### src/sv/zvfe_pkg.sv
// types, constants and codes shared by the varint frame encoder
package zvfe_pkg;

    localparam int FRAME_BYTES = 256;
    localparam int POS_W = $clog2(FRAME_BYTES + 1);
    localparam logic [7:0] POS_SAT = 8'((FRAME_BYTES - 1) % 256);

    localparam logic [6:0] GROUP_MASK = 7'd127;
    localparam logic [7:0] CONT_BIT = 8'h80;

    typedef enum logic [1:0] {
        MODE_UNSIGNED = 2'd0,
        MODE_SIGNED   = 2'd1,
        MODE_RAW      = 2'd2,
        MODE_MARKER   = 2'd3
    } t_mode;

    typedef struct packed {
        t_mode       mode;
        logic [31:0] value;
    } t_in;

    typedef struct packed {
        logic [7:0] out_byte;
        logic [7:0] position;
        logic       overflow;
        logic       last;
    } t_out;

    typedef struct packed {
        logic load;
        logic emit;
    } t_cmd;

    typedef struct packed {
        logic out_free;
        logic last;
    } t_sts;

endpackage

### src/sv/zvfe_ctrl.sv
// control state machine: load an item, then emit its bytes one per free output slot
module zvfe_ctrl (
    input  logic           i_clk,
    input  logic           i_rst_n,
    input  logic           i_valid,
    output logic           o_stall,
    input  zvfe_pkg::t_sts i_sts,
    output zvfe_pkg::t_cmd o_cmd
);

    typedef enum logic [1:0] {
        ST_IDLE = 2'b01,
        ST_EMIT = 2'b10
    } t_state;

    t_state r_state;
    t_state n_state;

    always_comb begin
        o_cmd.load = 1'b0;
        o_cmd.emit = 1'b0;
        n_state    = r_state;
        unique case (r_state)
            ST_IDLE: begin
                o_cmd.load = i_valid;
                if (i_valid) begin
                    n_state = ST_EMIT;
                end
            end
            ST_EMIT: begin
                o_cmd.emit = i_sts.out_free;
                if (i_sts.out_free && i_sts.last) begin
                    n_state = ST_IDLE;
                end
            end
            default: begin
                n_state = ST_IDLE;
            end
        endcase
    end

    assign o_stall = (r_state != ST_IDLE);

    always_ff @(posedge i_clk) begin
        if (!i_rst_n) begin
            r_state <= ST_IDLE;
        end else begin
            r_state <= n_state;
        end
    end

endmodule

### src/sv/zvfe_dpath.sv
// datapath: operand shifter, frame position counter and output register
module zvfe_dpath (
    input  logic           i_clk,
    input  logic           i_rst_n,
    input  zvfe_pkg::t_in  i_data,
    input  zvfe_pkg::t_cmd i_cmd,
    output zvfe_pkg::t_sts o_sts,
    input  logic           i_stall,
    output logic           o_valid,
    output zvfe_pkg::t_out o_data
);

    zvfe_pkg::t_mode             r_mode;
    logic [31:0]                 r_val;
    logic [1:0]                  r_cnt;
    logic [zvfe_pkg::POS_W-1:0]  r_wp;
    logic [zvfe_pkg::POS_W-1:0]  n_wp;
    logic                        r_out_valid;
    zvfe_pkg::t_out              r_out;

    logic [31:0]                 w_load_val;
    logic [31:0]                 w_shift;
    logic [7:0]                  w_byte;
    logic                        w_last;
    logic [zvfe_pkg::POS_W-1:0]  w_pos;
    logic                        w_ovf;

    always_comb begin
        if (i_data.mode == zvfe_pkg::MODE_SIGNED) begin
            w_load_val = {i_data.value[30:0], 1'b0} ^ {32{i_data.value[31]}};
        end else begin
            w_load_val = i_data.value;
        end
    end

    always_comb begin
        unique case (r_mode)
            zvfe_pkg::MODE_UNSIGNED, zvfe_pkg::MODE_SIGNED: begin
                w_last  = (r_val[31:7] == 25'd0);
                w_byte  = w_last ? r_val[7:0]
                                 : (zvfe_pkg::CONT_BIT | {1'b0, r_val[6:0] & zvfe_pkg::GROUP_MASK});
                w_shift = {7'd0, r_val[31:7]};
            end
            zvfe_pkg::MODE_RAW: begin
                w_last  = (r_cnt == 2'd3);
                w_byte  = r_val[7:0];
                w_shift = {8'd0, r_val[31:8]};
            end
            zvfe_pkg::MODE_MARKER: begin
                w_last  = 1'b1;
                w_byte  = r_val[7:0];
                w_shift = r_val;
            end
            default: begin
                w_last  = 1'b1;
                w_byte  = r_val[7:0];
                w_shift = r_val;
            end
        endcase
    end

    // marker restarts the frame at offset zero
    assign w_pos = (r_mode == zvfe_pkg::MODE_MARKER) ? '0 : r_wp;
    assign w_ovf = (w_pos >= zvfe_pkg::POS_W'(zvfe_pkg::FRAME_BYTES));
    assign n_wp  = w_ovf ? w_pos : (w_pos + zvfe_pkg::POS_W'(1));

    assign o_sts.out_free = !r_out_valid || !i_stall;
    assign o_sts.last     = w_last;

    always_ff @(posedge i_clk) begin
        if (i_cmd.load) begin
            r_mode <= i_data.mode;
            r_val  <= w_load_val;
            r_cnt  <= 2'd0;
        end else if (i_cmd.emit) begin
            r_val <= w_shift;
            r_cnt <= r_cnt + 2'd1;
        end
    end

    always_ff @(posedge i_clk) begin
        if (!i_rst_n) begin
            r_wp        <= '0;
            r_out_valid <= 1'b0;
        end else begin
            if (i_cmd.emit) begin
                r_wp        <= n_wp;
                r_out_valid <= 1'b1;
            end else if (!i_stall) begin
                r_out_valid <= 1'b0;
            end
        end
    end

    always_ff @(posedge i_clk) begin
        if (i_cmd.emit) begin
            r_out.out_byte <= w_byte;
            r_out.position <= w_ovf ? zvfe_pkg::POS_SAT : 8'(w_pos);
            r_out.overflow <= w_ovf;
            r_out.last     <= w_last;
        end
    end

    assign o_valid = r_out_valid;
    assign o_data  = r_out;

endmodule

### src/sv/zigzag_varint_frame_encoder.sv
// top level of the zigzag varint frame encoder
// input channel: i_valid / o_stall carry one beat of mode and 32-bit value.
// output channel: o_valid / i_stall carry one encoded byte per beat with its
// frame position, an overflow flag and a last flag on the item's final byte.
// unsigned and signed modes give 1 to 5 bytes, raw mode 4, marker mode 1.
// an item is taken when the encoder is idle; it is loaded into the operand
// shifter, then its bytes enter the output register one byte per cycle
// while the output is not stalled. no new item is taken before the last
// byte is emitted, set by the single byte lane and output register.
// o_stall stays low while idle, even if a finished byte still waits in the
// output register, so the next beat is taken while that byte drains.
// a stalled output holds its byte; the encoder waits without losing data.
// reset (i_rst_n low, synchronous) empties the output register, returns the
// controller to idle and clears the frame position to zero.
// a marker byte always sits at position zero and restarts the frame; beyond
// the frame capacity bytes still flow with overflow set and position pinned.
module zigzag_varint_frame_encoder (
    input  logic           i_clk,
    input  logic           i_rst_n,
    input  logic           i_valid,
    output logic           o_stall,
    input  zvfe_pkg::t_in  i_data,
    output logic           o_valid,
    input  logic           i_stall,
    output zvfe_pkg::t_out o_data
);

    zvfe_pkg::t_cmd w_cmd;
    zvfe_pkg::t_sts w_sts;

    zvfe_ctrl u_ctrl (
        .i_clk   (i_clk),
        .i_rst_n (i_rst_n),
        .i_valid (i_valid),
        .o_stall (o_stall),
        .i_sts   (w_sts),
        .o_cmd   (w_cmd)
    );

    zvfe_dpath u_dpath (
        .i_clk   (i_clk),
        .i_rst_n (i_rst_n),
        .i_data  (i_data),
        .i_cmd   (w_cmd),
        .o_sts   (w_sts),
        .i_stall (i_stall),
        .o_valid (o_valid),
        .o_data  (o_data)
    );

endmodule

### config.mk
export PLATFORM = sky130hd
export DESIGN_NAME = zigzag_varint_frame_encoder
export DESIGN_NICKNAME = d
export VERILOG_FILES = /design/src/sv/zvfe_pkg.sv /design/src/sv/zvfe_ctrl.sv /design/src/sv/zvfe_dpath.sv /design/src/sv/zigzag_varint_frame_encoder.sv
export SDC_FILE = /design/constraint.sdc
export NUM_CORES = 1
export LEC_CHECK = 0
export ABC_AREA = 1
export BUFFER_PORTS_ARGS = -buffer_cell sky130_fd_sc_hd__buf_2
export CAP_MARGIN = 15
export CORE_UTILIZATION = 32
export DETAILED_ROUTE_END_ITERATION = 8
export SYNTH_ARGS = -nofsm -noshare
export SYNTH_HDL_FRONTEND = slang
export SYNTH_SLANG_ARGS = --single-unit
### constraint.sdc
create_clock -name i_clk -period 6.5 [get_ports i_clk]
set_input_delay 0.975 -clock i_clk [delete_from_list [all_inputs] [get_ports i_clk]]
set_output_delay 0.975 -clock i_clk [all_outputs]
set_load 0.03 [all_outputs]
* Yosys cells after proc, flatten, opt, wreduce, memory -nomap -nowiden
Cells that the tools add are included.
** Storage, ports and cells
- Memory bits (writable) :: 0
- Logic and storage cells :: 53
- Flip-flop bits (word level) :: 66
- Input bits :: 38
- Memories :: 0
- ROM bits :: 0
- Output and inout bits :: 20
- Bits in latches :: 0
** Cells by class
- Reduce and logical (&&, ||, !) cells :: 11
- Bitwise operators :: 1
- $add $sub $neg :: 2
- Eq/ne operators :: 12
- Multiply operators :: 0
- Divide/modulo/power cells :: 0
- Muxes and demuxes :: 16
- Shift-type cells :: 0
- $lt $le $gt $ge :: 1
** Operators by type and width (count)
- $mux W32 :: 3
- $pmux W32 S2 :: 1
- $xor A32 B32 Y32 :: 1
- $logic_not A25 Y1 :: 1
- $mux W9 :: 2
- $pmux W8 S2 :: 1
- $add A9 B1 Y9 const B :: 1
- $ge A9 B9 Y1 const B :: 1
- $eq A2 B2 Y1 const B :: 4
- $mux W8 :: 1
- $eq A2 B1 Y1 const B :: 3
- $ne A2 B1 Y1 const B :: 3
- $mux W1 :: 4
- $mux W2 :: 2
- $ne A2 B2 Y1 const B :: 2
- $pmux W2 S2 :: 1
- $reduce_and A2 Y1 :: 2
- $reduce_or A2 Y1 :: 2
- $pmux W1 S3 :: 1
- $add A2 B1 Y2 const B :: 1
- $logic_not A1 Y1 :: 2
- $logic_not A2 Y1 :: 1
- $reduce_bool A2 Y1 :: 1
- $logic_and A1 B1 Y1 :: 1
- $logic_or A1 B1 Y1 :: 1

* Logic depth before layout (Yosys ltp)
- Word-level depth :: 6
- Mapped depth :: 11
- Depth with buffers taken out :: 11

* Cells and area by module
From an unflattened synthesis, not the netlist that was laid out.
** Second synthesis, totals
- Cells, all modules :: 407
- Area, all modules :: 3743.6 um2
** By module, submodules not included
- zvfe_dpath :: area each 3638.5 um2, sequential area each 1801.7 um2, instances 1, cells an instance 393
- zvfe_ctrl :: area each 105.1 um2, sequential area each 40.0 um2, instances 1, cells an instance 14

* Worst setup path before layout
Ideal clock, no wire load.
- Kind :: in2reg
- Start point :: in i_stall
- End point :: reg u_dpath.r_val[0] (enable)
- Setup time :: 0.466 ns
- Cell stages on the path :: 3
- Data arrival time :: 3.526 ns
- Slack :: 2.509 ns
- Buffers on the path :: 0
- Data required time :: 6.034 ns
- Cells stage by stage :: nand2_1 -> nand2_2 -> o21ai_0
** Between the ends
- Cells in the longest elaborated chain, start to end :: 5
** RTL lines
- start: declaration :: line zigzag_varint_frame_encoder.sv:24 : input logic i_stall,
- $logic_not A1 Y1 :: line zvfe_dpath.sv:67 : assign o_sts.out_free = !r_out_valid || !i_stall;
- $logic_or A1 B1 Y1 :: line zvfe_dpath.sv:67
- $mux W1 :: line zvfe_ctrl.sv:23 : unique case (r_state)
- $reduce_bool A2 Y1 (no source line)
- $reduce_and A2 Y1 (no source line)
- end signal: assignment :: line zvfe_dpath.sv:73 : r_val <= w_load_val;
- end signal: assignment :: line zvfe_dpath.sv:76 : r_val <= w_shift;
- end: declaration :: line zvfe_dpath.sv:14 : logic [31:0] r_val;
Every way passes these cells.
A chain may end at the register's enable or synchronous reset.

* Final worst setup path
- Start point :: in i_valid
- End point :: reg u_dpath.r_val[23], data pin
** Between the ends
- Cells in the longest elaborated chain, start to end :: 2
** RTL lines
- start: declaration :: line zigzag_varint_frame_encoder.sv:20 : input logic i_valid,
- $mux W1 :: line zvfe_ctrl.sv:23
- $mux W32 :: line zvfe_dpath.sv:71 : if (i_cmd.load) begin
Every way passes these cells.

==> impl_metrics.ini <==
[outcome]
status = completed

[power_and_ir_drop]
p_leak_nw = 1.80
p_per_area_nw_per_um2 = 263
power_mw = 1.14
irDropWorstVdd_mv = 0.119

[timing]
fmax_ghz = 0.388
worst_pin_slew_ps = 910
whs_ps = 416
finalWorstSetupSlack_ps = 3920
final.setup.tns_ps = 0
relSlewSlack_pct = 39.2
finalMaxSlewViolations = 0
hold_viol = 0
skew_ps = 12.3
min_period_ps = 2580
fin_crit_sh_pct = 39.6
rsz0062_at_grt = no
finalSetupViolCount = 0

[logic_synthesis]
synth_top_area_share_pct = 42.6
synthCells = 428
ys_types = 37
synth_edf_count = 52
async_flop_share_pct = 0
synth_area_leader_cell = edfxtp_1
synth_area_um2 = 3670
synth.most_common_cell = nand2_1
synthFlopType = edfxtp_1
yosys-top-cells-area = edfxtp_1 43%, nand2_1 8.5%, o21ai_0 7.8%
ys_seq_area_share_pct = 50.2
synthTopCellsByCount = 83 x nand2_1, 57 x o21ai_0, 52 x edfxtp_1
yosysWarnings = 0
synth-seq-cells = 66
postSynthAreaPerCell_um2 = 8.57
syn-num-nets = 469

[layout]
nFillCells = 1088
drive_gt1_share_pct = 20.3
diodes = 0
area_delta_synth_final_pct = 18.6
final_util_pct = 39.6
layout.nets = 518

[placement]
gp_congestion = 0.805
pre_cts_ws_ps = 3620
hpwl_um = 5550
port_buffers = 57

[cts]
ctsResizeCount = 0
path_clk_slew_ps = 50
clock_latency_ps = 330
cts.sinks = 66
hold_buffers = 0
cts-root-buf = clkbuf_16
cts_tree = yes
cts_buffers = 9
cts_setup_buffers = 0
htree_num_levels = 3
cts.path.max_buffers = 2

[global_routing]
grt_pass1_vias = 2923
track_usage_pct = 14.7
grt_pass1_wl_um = 13400
grt_max_degree = 44
grt_overflow = 0
antenna_found_initial = 0

[hold_path]
hold_path_class = flip-flop to flip-flop
min_path_cells = 0

[route]
first_iter_violations = 117
final_antenna_net_count = 0
first_pass_iters = 4
vias = 3016
drt-total-wl_um = 8140
vias_per_cell = 4.85
drc = 0
routedWlPerCell_um = 13.1

[floorplanning]
die_y_um = 109
start_util_pct = 33.4
pin_count = 58
rows = 38
fp.dieArea_um2 = 11900
core_um2 = 11000
dieWidth_um = 109

[setup_path]
arrival_ps = 2620
critPathRequiredTime_ps = 6540
worstPathMaxFanout = 42
endpoint_kind = flip-flop
ff2ff_path_depth = 5
cp-start-kind = input pin
criticalPathCategory = input pin to flip-flop

[job]
maxCapViolCount = 0
## layout by cell type (no fill, tap or decap), types with 3 or more instances in the layout
cell and instances:
nand2_1 83, nand2_2 5, o21ai_1 12, clkbuf_16 9, dfxtp_1 14, a21oi_1 31, o211ai_1 12, nor2_1 20
o21ai_0 56, clkbuf_8 3, xor2_1 12, nand3_1 19, a221oi_1 4, nor2_4 3, buf_2 57, inv_1 51
edfxtp_1 52, ha_1 3, inv_2 7, nand4_1 3
## metal layers
metal,vias to the layer above,GRT usage [%],part of all wire [%]
li1,1551,-,-
met2,67,25.9,49
met5,-,0,0
met4,0,5.50,1.5
met3,12,3.47,4.5
met1,1386,17.2,45
## sequential cells by signal, summed over array words and instances (netlist names)
| register | cells |
|---|---|
| u_ctrl.r_state | 2 |
| u_dpath.o_data | 18 |
| u_dpath.r_wp | 9 |
| u_dpath.r_cnt | 2 |
| u_dpath.o_valid | 1 |
| u_dpath.r_val | 32 |
| u_dpath.r_mode | 2 |
## area by class of cell
cell class              count  area [µm²]  share of cell area (%)
flip-flops and latches     66        1840                    42.3
inverters                  58         218                    5.00
clock inverters             2        35.0                   0.805
repair buffers             59         300                    6.90
clock buffers              14         274                    6.30
multi-input cells         283        1510                    34.6
well taps                 140         175                    4.03
## power breakdown
part / switching, mW / internal, mW
sequential: 0.0122 / 0.493
combinational: 0.0948 / 0.0463
clock: 0.169 / 0.328
## final timing paths
check                     from            endpoint  slack (ps)
max                    i_valid   u_dpath.r_val[23]        3920
min           u_dpath.r_val[1]  u_dpath.o_data[11]         420
max reg2reg  u_ctrl.r_state[0]   u_dpath.r_val[10]        4090
min reg2reg   u_dpath.r_val[1]  u_dpath.o_data[11]         420
## cells by family (layout without fill, tap and decap cells)
kind of cell             Yosys count  in the layout  synth area share (%)
AO/OA/AOI/OAI                    122            122                  18.4
XOR/XNOR                          14             14                  3.34
adder cells (fa/ha/maj)            3              3                  1.02
buffers and inverters             79            133                  8.80
flip-flops                        66             66                  50.2
AND/OR/NAND/NOR                  144            144                  18.2
## metrics by stage
stage / cell area, µm² / cells
3_3_place_gp: 4040 / 606
4_1_cts: 4350 / 622
3_5_place_dp: 4040 / 606
2_1_floorplan: 3670 / 428
5_1_grt: 4350 / 622
6_report: 4350 / 622
## critical path, stage by stage
cell,delay (ps)
buf_2,110
nand2_1,660
inv_2,520
o211ai_1,230
o21ai_0,110
No activity file was read; power rests on OpenSTA's default activity.
